--- config.mk ---
export PLATFORM = sky130hd
export DESIGN_NAME = status_blink_pattern_ws2812_encoder
export DESIGN_NICKNAME = d
export VERILOG_FILES = /design/src/hdl/sbpws_pkg.sv /design/src/hdl/sbpws_front.sv /design/src/hdl/sbpws_queue.sv /design/src/hdl/sbpws_back.sv /design/src/hdl/status_blink_pattern_ws2812_encoder.sv
export SDC_FILE = /design/constraint.sdc
export NUM_CORES = 1
export LEC_CHECK = 0
export BUFFER_PORTS_ARGS = -buffer_cell sky130_fd_sc_hd__buf_2
export CORE_MARGIN = 2
export CORE_UTILIZATION = 55
export CTS_BUF_LIST = sky130_fd_sc_hd__clkbuf_4 sky130_fd_sc_hd__clkbuf_8
export CTS_CLUSTER_DIAMETER = 200
export DETAILED_ROUTE_END_ITERATION = 10
export PLACE_DENSITY = 0.72
export RECOVER_POWER = 100
export SLEW_MARGIN = 20
export SYNTH_ARGS = -nofsm -noshare
export SYNTH_HDL_FRONTEND = slang
export SYNTH_SLANG_ARGS = --single-unit
--- constraint.sdc ---
create_clock -name clk -period 6.9 [get_ports clk]
set_input_delay 0.69 -clock clk [delete_from_list [all_inputs] [get_ports clk]]
set_output_delay 0.69 -clock clk [all_outputs]
set_load 0.03 [all_outputs]
--- src/hdl/sbpws_pkg.sv ---
// Shared types, constants and codes for the status blink WS2812 encoder.
package sbpws_pkg;

  localparam int FRAME_BITS      = 24;
  localparam int RESET_WORDS_DEF = 40;
  localparam int DUTY_W          = 6;
  localparam int STATUS_W        = 4;
  localparam int CODE_W          = 8;
  localparam int TICK_W          = 32;
  localparam int EVAL_GAP        = 5;
  localparam int QUEUE_DEPTH     = 2;

  localparam logic [DUTY_W-1:0] DUTY_ONE_RST  = 6'd42;
  localparam logic [DUTY_W-1:0] DUTY_ZERO_RST = 6'd18;

  typedef enum logic [0:0] {
    REG_DUTY_ONE  = 1'b0,
    REG_DUTY_ZERO = 1'b1
  } reg_idx_t;

  typedef enum logic [0:0] {
    CMD_TICK = 1'b0,
    CMD_SET  = 1'b1
  } cmd_t;

  localparam logic [STATUS_W-1:0] ST_INIT       = 4'd0;
  localparam logic [STATUS_W-1:0] ST_READY      = 4'd1;
  localparam logic [STATUS_W-1:0] ST_SET_ADDR   = 4'd2;
  localparam logic [STATUS_W-1:0] ST_CURRENT    = 4'd3;
  localparam logic [STATUS_W-1:0] ST_OFFLINE    = 4'd4;
  localparam logic [STATUS_W-1:0] ST_START_FAIL = 4'd5;
  localparam logic [STATUS_W-1:0] ST_VOLTAGE    = 4'd6;
  localparam logic [STATUS_W-1:0] ST_ALARM      = 4'd7;
  localparam logic [STATUS_W-1:0] ST_MOS        = 4'd8;
  localparam logic [STATUS_W-1:0] ST_ADDR_DONE  = 4'd9;

  typedef struct packed {
    logic [7:0] g;
    logic [7:0] r;
    logic [7:0] b;
  } grb_t;

  localparam grb_t C_YELLOW = '{g: 8'd150, r: 8'd255, b: 8'd0};
  localparam grb_t C_GREEN  = '{g: 8'd255, r: 8'd0,   b: 8'd0};
  localparam grb_t C_PURPLE = '{g: 8'd0,   r: 8'd160, b: 8'd255};
  localparam grb_t C_ORANGE = '{g: 8'd60,  r: 8'd255, b: 8'd0};
  localparam grb_t C_BLUE   = '{g: 8'd0,   r: 8'd0,   b: 8'd255};
  localparam grb_t C_WHITE  = '{g: 8'd255, r: 8'd255, b: 8'd255};
  localparam grb_t C_CYAN   = '{g: 8'd180, r: 8'd0,   b: 8'd255};
  localparam grb_t C_RED    = '{g: 8'd0,   r: 8'd255, b: 8'd0};
  localparam grb_t C_OFF    = '{g: 8'd0,   r: 8'd0,   b: 8'd0};

endpackage

--- src/hdl/sbpws_front.sv ---
// Front end: takes ticks and status requests, keeps timing state, picks the colour.
module sbpws_front
  import sbpws_pkg::*;
(
  input  logic                clk,
  input  logic                rst,
  input  logic                in_valid,
  output logic                in_ready,
  input  logic                in_cmd,
  input  logic [STATUS_W-1:0] in_status,
  input  logic [CODE_W-1:0]   in_code,
  output logic                push,
  output grb_t                push_colour,
  input  logic                full
);

  logic [TICK_W-1:0]   tick_count, tick_count_next;
  logic [TICK_W-1:0]   last_eval, last_eval_next;
  logic [STATUS_W-1:0] cur_status, cur_status_next;
  logic [CODE_W-1:0]   blink_code, blink_code_next;

  // phase counters: c200/f give (t mod 2500)/200, c250/g give (t mod 3000)/250
  logic [7:0] c200, c200_next;
  logic [3:0] f200, f200_next;
  logic [7:0] c250, c250_next;
  logic [3:0] g250, g250_next;
  logic [8:0] c300, c300_next;
  logic       p300, p300_next;
  logic [8:0] c400, c400_next;
  logic       p400, p400_next;

  logic              accept;
  logic              eval;
  logic              zero_phase;
  logic              mos_wrap;
  logic [TICK_W-1:0] gap;

  assign in_ready = !full;
  assign accept   = in_valid && in_ready;
  assign mos_wrap = (f200 == 4'd12) && (c200 == 8'd99);
  assign gap      = tick_count_next - last_eval;

  always_comb begin
    tick_count_next = tick_count;
    last_eval_next  = last_eval;
    cur_status_next = cur_status;
    blink_code_next = blink_code;
    c200_next = c200;
    f200_next = f200;
    c250_next = c250;
    g250_next = g250;
    c300_next = c300;
    p300_next = p300;
    c400_next = c400;
    p400_next = p400;
    eval       = 1'b0;
    zero_phase = 1'b0;
    if (accept) begin
      if (in_cmd == CMD_TICK) begin
        tick_count_next = tick_count + 1'b1;
        zero_phase = (tick_count == '1);
        c200_next = (c200 == 8'd199 || mos_wrap) ? 8'd0 : c200 + 8'd1;
        f200_next = mos_wrap ? 4'd0 : ((c200 == 8'd199) ? f200 + 4'd1 : f200);
        c250_next = (c250 == 8'd249) ? 8'd0 : c250 + 8'd1;
        g250_next = (c250 == 8'd249) ? ((g250 == 4'd11) ? 4'd0 : g250 + 4'd1) : g250;
        c300_next = (c300 == 9'd299) ? 9'd0 : c300 + 9'd1;
        p300_next = (c300 == 9'd299) ? !p300 : p300;
        c400_next = (c400 == 9'd399) ? 9'd0 : c400 + 9'd1;
        p400_next = (c400 == 9'd399) ? !p400 : p400;
        if (gap >= TICK_W'(EVAL_GAP)) begin
          eval           = 1'b1;
          last_eval_next = tick_count_next;
        end
      end else if (in_status != cur_status || in_code != blink_code) begin
        cur_status_next = in_status;
        blink_code_next = in_code;
        tick_count_next = '0;
        last_eval_next  = '0;
        zero_phase      = 1'b1;
        eval            = 1'b1;
      end
      if (zero_phase) begin
        c200_next = '0;
        f200_next = '0;
        c250_next = '0;
        g250_next = '0;
        c300_next = '0;
        p300_next = 1'b0;
        c400_next = '0;
        p400_next = 1'b0;
      end
    end
  end

  always_comb begin
    case (cur_status_next)
      ST_INIT:       push_colour = C_YELLOW;
      ST_READY:      push_colour = C_GREEN;
      ST_SET_ADDR:   push_colour = C_PURPLE;
      ST_CURRENT:    push_colour = p300_next ? C_OFF : C_ORANGE;
      ST_OFFLINE:    push_colour = p300_next ? C_OFF : C_BLUE;
      ST_START_FAIL: push_colour = g250_next[0] ? C_OFF : C_WHITE;
      ST_VOLTAGE:    push_colour = p300_next ? C_OFF : C_CYAN;
      ST_ALARM:      push_colour = p400_next ? C_BLUE : C_GREEN;
      ST_MOS:
        push_colour = ({5'd0, f200_next} < {blink_code_next, 1'b0} && !f200_next[0])
                      ? C_RED : C_OFF;
      ST_ADDR_DONE:
        push_colour = ({5'd0, g250_next} < {blink_code_next, 1'b0} && !g250_next[0])
                      ? C_PURPLE : C_OFF;
      default:       push_colour = C_OFF;
    endcase
  end

  assign push = eval;

  always_ff @(posedge clk) begin
    if (rst) begin
      tick_count <= '0;
      last_eval  <= '0;
      cur_status <= ST_INIT;
      blink_code <= '0;
      c200 <= '0;
      f200 <= '0;
      c250 <= '0;
      g250 <= '0;
      c300 <= '0;
      p300 <= 1'b0;
      c400 <= '0;
      p400 <= 1'b0;
    end else begin
      tick_count <= tick_count_next;
      last_eval  <= last_eval_next;
      cur_status <= cur_status_next;
      blink_code <= blink_code_next;
      c200 <= c200_next;
      f200 <= f200_next;
      c250 <= c250_next;
      g250 <= g250_next;
      c300 <= c300_next;
      p300 <= p300_next;
      c400 <= c400_next;
      p400 <= p400_next;
    end
  end

endmodule

--- src/hdl/sbpws_queue.sv ---
// Two-entry colour queue between front end and frame serialiser.
module sbpws_queue
  import sbpws_pkg::*;
(
  input  logic clk,
  input  logic rst,
  input  logic push,
  input  grb_t push_colour,
  output logic full,
  input  logic pop,
  output grb_t pop_colour,
  output logic empty
);

  localparam int PW = $clog2(QUEUE_DEPTH);

  grb_t          entries [QUEUE_DEPTH];
  logic [PW-1:0] wr_ptr;
  logic [PW-1:0] rd_ptr;
  logic [PW:0]   fill;

  assign full       = (fill == (PW+1)'(QUEUE_DEPTH));
  assign empty      = (fill == '0);
  assign pop_colour = entries[rd_ptr];

  always_ff @(posedge clk) begin
    if (push) begin
      entries[wr_ptr] <= push_colour;
    end
  end

  always_ff @(posedge clk) begin
    if (rst) begin
      wr_ptr <= '0;
      rd_ptr <= '0;
      fill   <= '0;
    end else begin
      if (push) begin
        wr_ptr <= wr_ptr + 1'b1;
      end
      if (pop) begin
        rd_ptr <= rd_ptr + 1'b1;
      end
      if (push && !pop) begin
        fill <= fill + 1'b1;
      end else if (pop && !push) begin
        fill <= fill - 1'b1;
      end
    end
  end

endmodule

--- src/hdl/sbpws_back.sv ---
// Back end: duty registers and serialiser of 24 bit colour frames plus reset slots.
module sbpws_back
  import sbpws_pkg::*;
#(
  parameter int RESET_WORDS = RESET_WORDS_DEF
) (
  input  logic              clk,
  input  logic              rst,
  input  logic              cfg_valid,
  output logic              cfg_ready,
  input  logic              cfg_index,
  input  logic [DUTY_W-1:0] cfg_data,
  input  logic              empty,
  input  grb_t              pop_colour,
  output logic              pop,
  output logic              out_valid,
  input  logic              out_ready,
  output logic [DUTY_W-1:0] out_duty,
  output logic              out_last
);

  localparam int TOTAL = FRAME_BITS + RESET_WORDS;
  localparam int CW    = $clog2(TOTAL);

  typedef enum logic [1:0] {
    S_IDLE = 2'b01,
    S_SEND = 2'b10
  } state_t;

  state_t                   state;
  logic [DUTY_W-1:0]        duty_one;
  logic [DUTY_W-1:0]        duty_zero;
  logic [FRAME_BITS-1:0]    shreg;
  logic [CW-1:0]            cnt;
  logic                     advance;
  logic                     final_word;

  assign cfg_ready  = 1'b1;
  assign pop        = (state == S_IDLE) && !empty;
  assign advance    = (state == S_SEND) && (!out_valid || out_ready);
  assign final_word = (cnt == CW'(TOTAL - 1));

  always_ff @(posedge clk) begin
    if (rst) begin
      duty_one  <= DUTY_ONE_RST;
      duty_zero <= DUTY_ZERO_RST;
    end else if (cfg_valid) begin
      case (cfg_index)
        REG_DUTY_ONE:  duty_one  <= cfg_data;
        REG_DUTY_ZERO: duty_zero <= cfg_data;
        default:       duty_one  <= duty_one;
      endcase
    end
  end

  always_ff @(posedge clk) begin
    if (rst) begin
      state     <= S_IDLE;
      cnt       <= '0;
      out_valid <= 1'b0;
    end else begin
      if (out_valid && out_ready && !advance) begin
        out_valid <= 1'b0;
      end
      case (state)
        S_IDLE: begin
          if (pop) begin
            state <= S_SEND;
            cnt   <= '0;
          end
        end
        S_SEND: begin
          if (advance) begin
            out_valid <= 1'b1;
            cnt       <= cnt + 1'b1;
            if (final_word) begin
              state <= S_IDLE;
            end
          end
        end
        default: state <= S_IDLE;
      endcase
    end
  end

  always_ff @(posedge clk) begin
    if (pop) begin
      shreg <= pop_colour;
    end else if (advance) begin
      shreg <= {shreg[FRAME_BITS-2:0], 1'b0};
    end
    if (advance) begin
      if (cnt < CW'(FRAME_BITS)) begin
        out_duty <= shreg[FRAME_BITS-1] ? duty_one : duty_zero;
      end else begin
        out_duty <= '0;
      end
      out_last <= final_word;
    end
  end

endmodule

--- src/hdl/status_blink_pattern_ws2812_encoder.sv ---
// Top level of the status blink WS2812 PWM encoder.
//
//  channel  dir  handshake             payload
//  s_       in   s_tvalid / s_tready   s_tuser: cmd; s_tdata: status, code
//  m_       out  m_tvalid / m_tready   m_tdata: duty; m_tlast: last
//  cfg_     in   cfg_valid / cfg_ready cfg_index, cfg_data
//
// One request per cycle is taken while the colour queue (two frames) has room.
// Each frame is 24 + RESET_WORDS words, one word per cycle unless the output
// stalls, set by the serialiser counter; the idle state lies between frames.
// Reset is synchronous; the duty registers return to 42 and 18.
// Output stalls hold the word; the front end stalls only when the queue fills.
module status_blink_pattern_ws2812_encoder
  import sbpws_pkg::*;
#(
  parameter int RESET_WORDS = RESET_WORDS_DEF
) (
  input  logic              clk,
  input  logic              rst,
  input  logic              s_tvalid,
  output logic              s_tready,
  input  logic [15:0]       s_tdata,   // [3:0] status, [11:4] code, zero fill
  input  logic              s_tuser,   // [0] cmd
  output logic              m_tvalid,
  input  logic              m_tready,
  output logic [7:0]        m_tdata,   // [5:0] duty, zero fill
  output logic              m_tlast,
  input  logic              cfg_valid,
  output logic              cfg_ready,
  input  logic              cfg_index,
  input  logic [DUTY_W-1:0] cfg_data
);

  logic              push;
  grb_t              push_colour;
  logic              full;
  logic              pop;
  grb_t              pop_colour;
  logic              empty;
  logic [DUTY_W-1:0] duty;

  sbpws_front u_front (
    .clk         (clk),
    .rst         (rst),
    .in_valid    (s_tvalid),
    .in_ready    (s_tready),
    .in_cmd      (s_tuser),
    .in_status   (s_tdata[3:0]),
    .in_code     (s_tdata[11:4]),
    .push        (push),
    .push_colour (push_colour),
    .full        (full)
  );

  sbpws_queue u_queue (
    .clk         (clk),
    .rst         (rst),
    .push        (push),
    .push_colour (push_colour),
    .full        (full),
    .pop         (pop),
    .pop_colour  (pop_colour),
    .empty       (empty)
  );

  sbpws_back #(
    .RESET_WORDS (RESET_WORDS)
  ) u_back (
    .clk        (clk),
    .rst        (rst),
    .cfg_valid  (cfg_valid),
    .cfg_ready  (cfg_ready),
    .cfg_index  (cfg_index),
    .cfg_data   (cfg_data),
    .empty      (empty),
    .pop_colour (pop_colour),
    .pop        (pop),
    .out_valid  (m_tvalid),
    .out_ready  (m_tready),
    .out_duty   (duty),
    .out_last   (m_tlast)
  );

  assign m_tdata = {2'b00, duty};

endmodule

-- After elaboration in Yosys (flattened, before gate mapping)
Memories as Yosys holds them, arrays and structs flattened. A register that Yosys moved wholly into a read port is not among the register bits.
Cells that the tools add are included.
- bits in registers: 176
- output and inout port bits: 12
- memory bits (writable): 48
- memories kept: 1
- memories (memory ; words ; width ; rd ports ; clocked after memory_dff ; write ports ; RTL line ; source):
    u_queue.entries ; 2 ; 24 ; 1 ; 1 ; 1 ; sbpws_queue.sv:17 ; grb_t entries [QUEUE_DEPTH];
- mux-type cells: 75
- reduce and logical (&&, ||, !) cells: 35
- equal/unequal tests: 28
- order comparisons: 4
- bitwise gates (word level): 1
- add/subtract/negate cells: 13
- operator list (operator ; number):
    24-bit case mux with 10 select lines ; 1
    32-bit 2-to-1 mux ; 6
    24-bit 2-to-1 mux ; 5
    8-bit 2-to-1 mux ; 10
    9-bit 2-to-1 mux ; 6
    4-bit 2-to-1 mux ; 13
    32-bit by 1-bit adder with 32-bit output, second input constant ; 1
    32-bit equality test, second input constant ; 1
    32-bit by 3-bit greater-or-equal comparator with 1-bit output, second input constant ; 1
    16-bit 2-to-1 mux ; 2
    32-bit subtractor ; 1
    22-bit 2-to-1 mux ; 1
    1-bit 2-to-1 mux ; 21
    9-bit by 1-bit adder with 9-bit output, second input constant ; 2
    9-bit equality test, second input constant ; 2
    4-bit by 9-bit less-than comparator with 1-bit output ; 2
    6-bit 2-to-1 mux ; 3
    8-bit by 1-bit adder with 8-bit output, second input constant ; 2
    4-bit by 3-bit equality test with 1-bit output, second input constant ; 4
    4-bit equality test, second input constant ; 4
    8-bit equality test, second input constant ; 2
    6-bit case mux with 2 select lines ; 1
    1-bit logical AND ; 10
    1-bit zero test ; 10
    other kinds (25) ; 45

-- Logic depth before layout (Yosys ltp)
Gate-level depths: netlist of run 1.
- depth after elaboration: 14
- mapped depth: 25
- mapped depth without buffers: 23

-- Modules after synthesis
From an unflattened synthesis of run 1, not the netlist that was laid out.
- cell total of the unflattened synthesis: 1371
- area total of the unflattened synthesis: 12964.9 um2
- modules (own cells, without submodules) (module ; sequential area each (um2) ; area each (um2) ; cells each ; times used):
    sbpws_front ; 2402.3 ; 8805.9 ; 1098 ; 1
    sbpws_back ; 1351.3 ; 2200.9 ; 173 ; 1
    sbpws_queue ; 1541.5 ; 1939.4 ; 97 ; 1
    status_blink_pattern_ws2812_encoder ; 0.0 ; 18.8 ; 3 ; 1

-- Least setup slack after synthesis of run 1
OpenSTA, ideal clock, no wires.
- path kind: input to register
- from: input s_tdata[6]
- to: register u_queue.fill[1]
- library setup time: 0.071 ns
- arrival time: 5.872 ns
- slack: 0.958 ns
- required time: 6.829 ns
- path buffers: 3
- stages: 22
- cell sequence: xnor2_1 > nand4_1 > nor3_1 > a21o_1 > clkbuf_1 > clkbuf_1 > a21oi_1 > ha_1 > inv_1 > fa_1 > o21ai_0 > nand3_1 > or4_1 > nor4_1 > o2111ai_1 > or4_1 > nor4_2 > nor2_2 > buf_6 > ha_1 > or3_1 > a21oi_1
- longest elaborated chain between the ends: 13
- elaborated cells on any way between the ends: 16
- ends and longest elaborated chain (item ; RTL line ; source):
    start, declared ; status_blink_pattern_ws2812_encoder.sv:22 ; input logic [15:0] s_tdata,
    8-bit != test * ; sbpws_front.sv:74 ; end else if (in_status != cur_status || in_code != blink_code) begin
    1-bit logical OR * ; sbpws_front.sv:74 ;
    32-bit 2-to-1 mux ; sbpws_front.sv:74 ;
    32-bit 2-to-1 mux ; sbpws_front.sv:59 ; if (in_cmd == CMD_TICK) begin
    32-bit 2-to-1 mux ; sbpws_front.sv:58 ; if (accept) begin
    32-bit subtractor ; sbpws_front.sv:41 ; assign gap = tick_count_next - last_eval;
    32-bit by 3-bit greater-or-equal comparator with 1-bit output ; sbpws_front.sv:70 ; if (gap >= TICK_W'(EVAL_GAP)) begin
    1-bit 2-to-1 mux ; sbpws_front.sv:70 ;
    1-bit 2-to-1 mux * ; sbpws_front.sv:59 ;
    1-bit 2-to-1 mux * ; sbpws_front.sv:58 ;
    via push ; status_blink_pattern_ws2812_encoder.sv:34 ; logic push;
    1-bit zero test ; sbpws_queue.sv:46 ; end else if (pop && !push) begin
    1-bit logical AND ; sbpws_queue.sv:46 ;
    2-bit nonzero test (no source line) ; -- ;
    end signal, assigned ; sbpws_queue.sv:45 ; fill <= fill + 1'b1;
    end signal, assigned ; sbpws_queue.sv:47 ; fill <= fill - 1'b1;
    end, declared ; sbpws_queue.sv:20 ; logic [PW:0] fill;
Mark *: on every way through the listed nets, which the timed path passes. The rest lies on a longest branch.
A chain may end at the register's enable or synchronous reset.

-- Worst setup path in the final report of run 1
- from: register u_front.tick_count[0]
- to: register u_front.last_eval[23]
- longest elaborated chain between the ends: 7
- elaborated cells on any way between the ends: 10
- ends and longest elaborated chain (item ; RTL line ; source):
    start, declared ; sbpws_front.sv:17 ; logic [TICK_W-1:0] tick_count, tick_count_next;
    start signal, assigned ; sbpws_front.sv:132 ; tick_count <= tick_count_next;
    32-bit by 1-bit adder with 32-bit output ; sbpws_front.sv:60 ; tick_count_next = tick_count + 1'b1;
    32-bit 2-to-1 mux ; sbpws_front.sv:59 ;
    32-bit 2-to-1 mux ; sbpws_front.sv:58 ;
    via u_front.tick_count_next[30] ; sbpws_front.sv:17 ;
    32-bit subtractor ; sbpws_front.sv:41 ;
    32-bit by 3-bit greater-or-equal comparator with 1-bit output ; sbpws_front.sv:70 ;
    2-bit nonzero test (no source line) ; -- ;
    3-bit AND reduction (no source line) ; -- ;
    end signal, assigned ; sbpws_front.sv:133 ; last_eval <= last_eval_next;
    end, declared ; sbpws_front.sv:18 ; logic [TICK_W-1:0] last_eval, last_eval_next;
The timed path passes the listed nets, and every way through them passes these cells. The select of a mux whose other input is x is not followed.

==> results of run 1 <==
[through the flow]
| stage | hold WS [ps] | util (%) | instance area [um^2] | total power [mW] | instances |
|---|---|---|---|---|---|
| finish | 409 | 58.9 | 12300 | 3.07 | 1634 |
| CTS | 390 | 59.6 | 12500 | 3.10 | 1633 |
| detailed placement | 451 | 57.5 | 12100 | 2.31 | 1601 |
| floorplan | 435 | - | 11700 | 2.11 | 1346 |
| global placement | 442 | 57.5 | 12100 | 2.29 | 1601 |
| global route | 396 | 58.9 | 12300 | 3.24 | 1634 |
[routing by layer]
| metal | up-vias | global-route usage, % | wire length [um] |
|---|---|---|---|
| met2 | 203 | 40.4 | 12600 |
| met3 | 37 | 3.81 | 1010 |
| li1 | 4820 | - | - |
| met1 | 4547 | 32.1 | 12500 |
| met4 | 0 | 7.03 | 470 |
| met5 | - | 0 | 0 |
[where the power goes]
group | total [mW] | internal [mW] | switching [mW]
Combinational | 0.803 | 0.288 | 0.515
Clock | 0.791 | 0.292 | 0.499
Sequential | 1.47 | 1.40 | 0.0769
Total | 3.07 | 1.98 | 1.09
[cell families (layout without fill, tap and decap cells)]
group | count (synthesis) | count (layout) | synth area share [%]
muxes | 51 | 51 | 4.41
AOI/OAI and AO/OA | 296 | 296 | 17.7
buffers and inverters | 122 | 134 | 4.41
other | 2 | 4 | 0.0642
xor gates and xnor gates | 87 | 87 | 6.51
adders and majority gates | 49 | 49 | 5.30
DFF | 195 | 195 | 37.5
and+or+nand+nor | 543 | 543 | 24.1
[flip-flops by register name, indices dropped and copies added, names as in the netlist, named ones only]
signal              count
u_queue.entries        18
u_back.duty_one         6
u_front.cur_status      4
u_front.last_eval      32
u_back.state            2
u_back.out_valid        1
u_front.p400            1
u_back.out_duty         6
u_front.blink_code      8
u_front.c400            9
u_back.cnt              6
u_queue.rd_ptr          1
u_back.duty_zero        6
u_front.tick_count     32
u_back.out_last         1
u_queue.fill            2
u_front.c200            8
u_back.shreg           24
u_front.c250            8
u_queue.wr_ptr          1
u_front.g250            4
u_front.f200            4
u_front.p300            1
u_front.c300            9
[final cells by class]
type | instances | area (um^2) | share of cell area [%]
clock buffer | 17 | 234 | 1.90
sequential | 195 | 4390 | 35.6
timing repair buffer | 51 | 289 | 2.34
multi-input combinational | 1029 | 6690 | 54.2
inverter | 51 | 191 | 1.55
antenna | 1 | 2.50 | 0.0203
tap | 275 | 344 | 2.79
clock inverter | 15 | 200 | 1.62
[worst max-delay path, stage by stage, from the launching register on]
cell and delay, ps:
dfxtp_1 430, ha_1 250, nand3_1 220, nor4_1 390, buf_4 230, nand3_1 200, nor2_1 370, nand4_1 160
xor2_1 160, nor2_1 80, a22o_1 210, ha_1 400, nor3b_1 200, or4_1 490, nor4_1 290, o2111ai_1 140
or4_1 560, or4_2 780, clkbuf_1 360, nand3_1 250, o31ai_2 80
[placed cells by master, fill, tap and decap left out, types with 26 or more instances in the layout]
cell type and count:
a21o_1 26, a21oi_1 68, dfxtp_1 146, edfxtp_1 49, ha_1 48, inv_1 50, mux2i_1 46, nand2_1 119
nand3_1 64, nand4_1 29, nor2_1 135, nor2b_1 47, nor3_1 48, o21ai_0 62, xnor2_1 37, xor2_1 50
[worst paths after layout]
kind | startpoint | endpoint | slack (ps) | cells past startpoint
worst max-delay path | u_front.tick_count[0] | u_front.last_eval[23] | 460 | 20
worst min-delay path | cfg_data[1] | u_back.duty_one[1] | 410 | 2
worst max register to register | u_front.tick_count[0] | u_front.last_eval[23] | 460 | 20
worst min register to register | u_back.duty_zero[3] | u_back.duty_zero[3] | 470 | 2
==> results.md, run 1 <==
* Status: finished with violations
* Failing checks: max-capacitance violations, max-slew violations
* Initial Util at 55.9%
* Syn_area_per_cell at 8.70 um^2
* Die height at approximately 150 um
* Hold Crit Class: in -> reg
* Initial antenna violation count at 1
* Fmax at 155 MHz
* Synthesis-to-layout area growth at 5.45%
* ANT nets after route at 0
* Via count at 9607
* Kind of critical path: reg -> reg
* Unrepaired setup endpoints after global routing: false
* Number of port buffers at 33
* Fillcell total at about 1900
* Top cell type's share of synthesized area at 25.0%
* Routed wire per std cell at ~16 um
* Max_slew headroom at -120%
* CP Capture Type: flip-flop
* Final nets at 1423
* Most common cell in the netlist: dfxtp_1
* MaxCap Viol Count at 3
* Gr ovfl total at 0
* Post-synth top cells: 146 x dfxtp_1, 136 x nor2_1, 119 x nand2_1
* Ys async rst share at 0%
* Root Buffer: clkbuf_8
* Synthesized cell area at 11700 um^2
* VDD IR max at around 0.17 mV
* Drt pass-1 iters at 4
* First-pass GRT wire length at 43700 um
* Fin crit period at around 6400 ps
* Final period utilization at between 90 and 100%
* Critical Path RT at 7190 ps
* Die area at 22500 um^2
* Final max-slew violation count at 159
* Vias per Instance at roughly 6
* Netlist cell types at 78
* DRC viols at 0
* Core footprint at about 21000 um^2
* Largest net degree at the start of global routing at 73
* DIE WIDTH at 150 um
* Post-CTS Setup Bufs at 0
* Final setup vio count at 0
* Hold Vio Cnt, Final at 0
* Leakage at 4.68 nW
* Rows at 53
* CTS Buffer Depth at 2
* Clock sinks at 195
* Top Ports at 41
* Pwr dens at 249 nW/um^2
* Synth Instances at approximately 1300
* Gpl congestion at 0.952
* Place WS at 488 ps
* Sequential area share after synthesis at 37.5%
* Final worst setup slack at 460 ps
* Layout cells sized above 1 at 8.84%
* Dpl hpwl at between 15000 and 20000 um
* #FFs+latches synth at about 200
* Drt initial violations at 664
* WL final at 26600 um
* Cts hold-fix bufs at 0
* Clock Latency Late Sink at 490 ps
* CTS resizes at 0
* Yosys top cell by area: dfxtp_1
* Main flop type after synthesis: dfxtp_1
* Setup TNS after final layout at 0 ps
* H-tree Lvls at 4
* TritonCTS clock tree: built
* GRT Util Overall at 24.1%
* Worst Path Max Fanout at 10
* Ranking of synthesized cells by area: dfxtp_1 25%, edfxtp_1 13%, ha_1 5.1%
* Number of flops mapped to enable cells by yosys at 49
* Type of origin of the critical path: flip-flop
* TritonCTS Buffers at 17
* Vias in the first global route at 9013
* Worst Path Arrival at 6730 ps
* Synth Warn # at 0
* Worst Clk Skew at 16.6 ps
* Clock transition at the registers of the reported paths at 120 ps
* Worst-Margin Slew at 3300 ps
Power figures use the tool's default switching activity.
==> inputs of run 2 (changes only) <==
--- a/config.mk
+++ b/config.mk
@@ -16,4 +16,5 @@
 export SLEW_MARGIN = 20
 export SYNTH_ARGS = -nofsm -noshare
 export SYNTH_HDL_FRONTEND = slang
+export SYNTH_HIERARCHICAL = 1
 export SYNTH_SLANG_ARGS = --single-unit
==> results.md, run 2 <==
* Final max-slew violation count at 153
* R2r worst-path depth at 20
* Hold Vio Cnt, Final at 0
* Core footprint at approximately 23000 um^2
* Placed Cells at 1659
* Layout cells sized above 1 at roughly 15%
* Clock Latency Late Sink at 520 ps
* Cell depth of the worst setup path at 20
* Final setup vio count at 0
* Worst Clk Skew at 18.0 ps
* Final worst setup slack at 739 ps
* Largest net degree at the start of global routing at 64
* Fmax at 162 MHz
* #FFs+latches synth at 225
* Ys async rst share at 0%
* Critical Path RT at ~7000 ps
* TritonCTS Buffers at 37
* Inserted Diodes at 0
* Initial Util at 55.6%
* Via count at 9914
* ANT nets after route at 0
* Vias in the first global route at 9426
* Max_slew headroom at -93.0%
* Most flop-heavy register: u_queue/entries
* Final std cells w/o fill at 1725
* Setup TNS after final layout at 0 ps
* MaxCap Viol Count at 3
* Drt initial violations at around 650
* Clock transition at the registers of the reported paths at 60 ps
* Number of flops mapped to enable cells by yosys at 79
* Worst Path Max Fanout at 24
* Syn_area_per_cell at approximately 9.5 um^2
* Max FFs per register at 48
* Unrepaired setup endpoints after global routing: false
* Pwr dens at between 200 and 300 nW/um^2
* Post-synth top cells: 146 x dfxtp_1, 113 x nand2_1, 111 x nor2_1
* Die height at about 160 um
* Sequential area share after synthesis at roughly two fifths
* Synth Instances at approximately 1400
* Status: finished with violations
* H-tree Lvls at 2
* Clock sinks at around 230
* Failing checks: max-capacitance violations, max-slew violations
* Hold path depth at 3
* Most common library cell in the layout ignoring fill and taps: dfxtp_1
* Fillcell total at just over 2000
* Multi-input gate area at 6750 um^2
* Post-synthesis mux area share at between 5 and 6%
* Initial antenna violation count at 0
* Gpl congestion at ~0.86
* Die area at 24800 um^2
* Post-CTS Setup Bufs at 0
* Final nets at 1455
* Number of port buffers at 33
* Crit-path max cell delay at 530 ps
* DIE WIDTH at between 150 and 200 um
* First-pass GRT wire length at 45300 um
* Top cell type's share of synthesized area at 22.5%
* Crit-path cells: ha_1 > nand4_1 > nor4_1 > nand2b_1 > nor2_1 > a21oi_1 > o21ai_0 > o31ai_1 > ha_1 > nand2_1 > nor4_2 > o211ai_1 > a31oi_1 > a221oi_1 > o21bai_1 > xnor2_2 > nor4_4 > nor2_2 > nor2b_2 > clkbuf_2
* Most common cell in the netlist: dfxtp_1
* Ranking of synthesized cells by area: dfxtp_1 23%, edfxtp_1 18%, mux2_2 4.5%
* Most common cell type on the critical path: ha_1
* Synth Warn # at 6
* Rows at 56
* Top Family by Delay on Critical Path: simple AND/OR/NAND/NOR gates
* Final period utilization at 89.3%
* DRC viols at 0
* Sequential cell area at 5300 um^2
* WP buf/inv at 1
* Gr ovfl total at 0
* Top Ports at 41
* Main combinational cell family by area after synthesis: simple AND/OR/NAND/NOR gates
* Main flop type after synthesis: dfxtp_1
* Worst-Margin Slew at just under 3000 ps
* Dpl hpwl at 19200 um
* Yosys top cell by area: dfxtp_1
* CTS resizes at 0
* Root Buffer: clkbuf_8
* Place WS at 431 ps
* Type of origin of the critical path: flip-flop
* Netlist cell types at 98
* WL final at 28000 um
* Fin crit period at 6160 ps
* Cts hold-fix bufs at 0
* VDD IR max at about 0.19 mV
* GRT Util Overall at between 20 and 25%
* Synth Area in Adders at under 10%
* CP Capture Type: flip-flop
* Synth Area in Simple Gates at between 20% and 30%
* CTS Buffer Depth at 3
* Synthesis-to-layout area growth at 5.82%
* Worst Path Arrival at 6300 ps
* Kind of critical path: reg -> reg
* Xor-xnor portion of the synthesized cell area at 5.39%
* Critical path's slowest cell: clkbuf_2
* Routed wire per std cell at ~16 um
* Synthesized cell area at 13000 um^2
* Hold Crit Class: in -> reg
* Final Total Pwr at 3.75 mW
* Most frequent cells in the layout: 146 x dfxtp_1, 113 x nand2_1, 111 x nor2_1
* Vias per Instance at 5.75
* Registers with the most flip-flops: u_queue/entries (48), u_front/last_eval (32), u_front/tick_count (32)
* Leakage at around 5 nW
* Drt pass-1 iters at 6
* TritonCTS clock tree: built
* Compound-cell area share of the yosys netlist at ~17%
## run 2: cell count changes after synthesis, moves of 13 or more
cell / before / now
edfxtp_1: 49 / 79
buf_4: 4 / 22
a21oi_1: 68 / 85
o31ai_2: 18 / 5
nand3_2: 30 / 10
a21o_1: 27 / 9
clkbuf_1: 52 / 28
nor3_1: 48 / 34
mux2_2: 5 / 52
xor2_1: 50 / 37
nor2_1: 136 / 111
mux2i_1: 46 / 19
## run 2: final timing paths
kind	start	to	slack (ps)
worst min-delay path	cfg_data[1]	u_back/duty_one[1]	410
worst max register to register	u_front/tick_count[0]	u_queue/entries[0][8]	740
worst max-delay path	u_front/tick_count[0]	u_queue/entries[0][8]	740
worst min register to register	u_back/duty_one[4]	u_back/duty_one[4]	460
## run 2: layout make-up
| cell class | instances | share of cell area, % |
|---|---|---|
| tap | 319 | 2.91 |
| timing repair buffer | 52 | 2.09 |
| clock buffer | 51 | 4.84 |
| clock inverter | 15 | 0.702 |
| inverter | 61 | 1.67 |
| sequential | 225 | 38.6 |
| multi-input combinational | 1002 | 49.2 |
## run 2: power breakdown
| group | internal (mW) | switching [mW] | leakage, nW |
|---|---|---|---|
| combinational | 0.355 | 0.475 | 2.80 |
| clock | 0.662 | 0.520 | 0.405 |
| sequential | 1.65 | 0.0899 | 1.93 |
## run 2: tightest hold or removal path, stage by stage
cell      delay [ps]
buf_2             90
nand2_1           50
nand3b_1          70
## run 2: logic make-up (layout without fill, tap and decap cells)
kind of cell | Yosys count | after routing
flops | 225 | 225
mux | 71 | 71
other cells | 2 | 3
buf+inv | 145 | 179
compound gates | 306 | 306
simple gates | 496 | 496
fa+ha+maj | 47 | 47
xor+xnor | 79 | 79
## run 2: routing by layer
metal	routed length [um]	track usage, %
met2	13500	37.9
met3	1100	3.33
met1	12900	29.6
met5	0	0
met4	498	6.41
## run 2: stage by stage
step | hold slack, ps | cell area (um^2) | util (%)
2_1_floorplan | 435 | 13000 | -
3_3_place_gp | 442 | 13100 | 56.2
3_5_place_dp | 451 | 13100 | 56.2
4_1_cts | 390 | 13900 | 59.5
5_1_grt | 399 | 13700 | 58.8
6_report | 413 | 13700 | 58.8
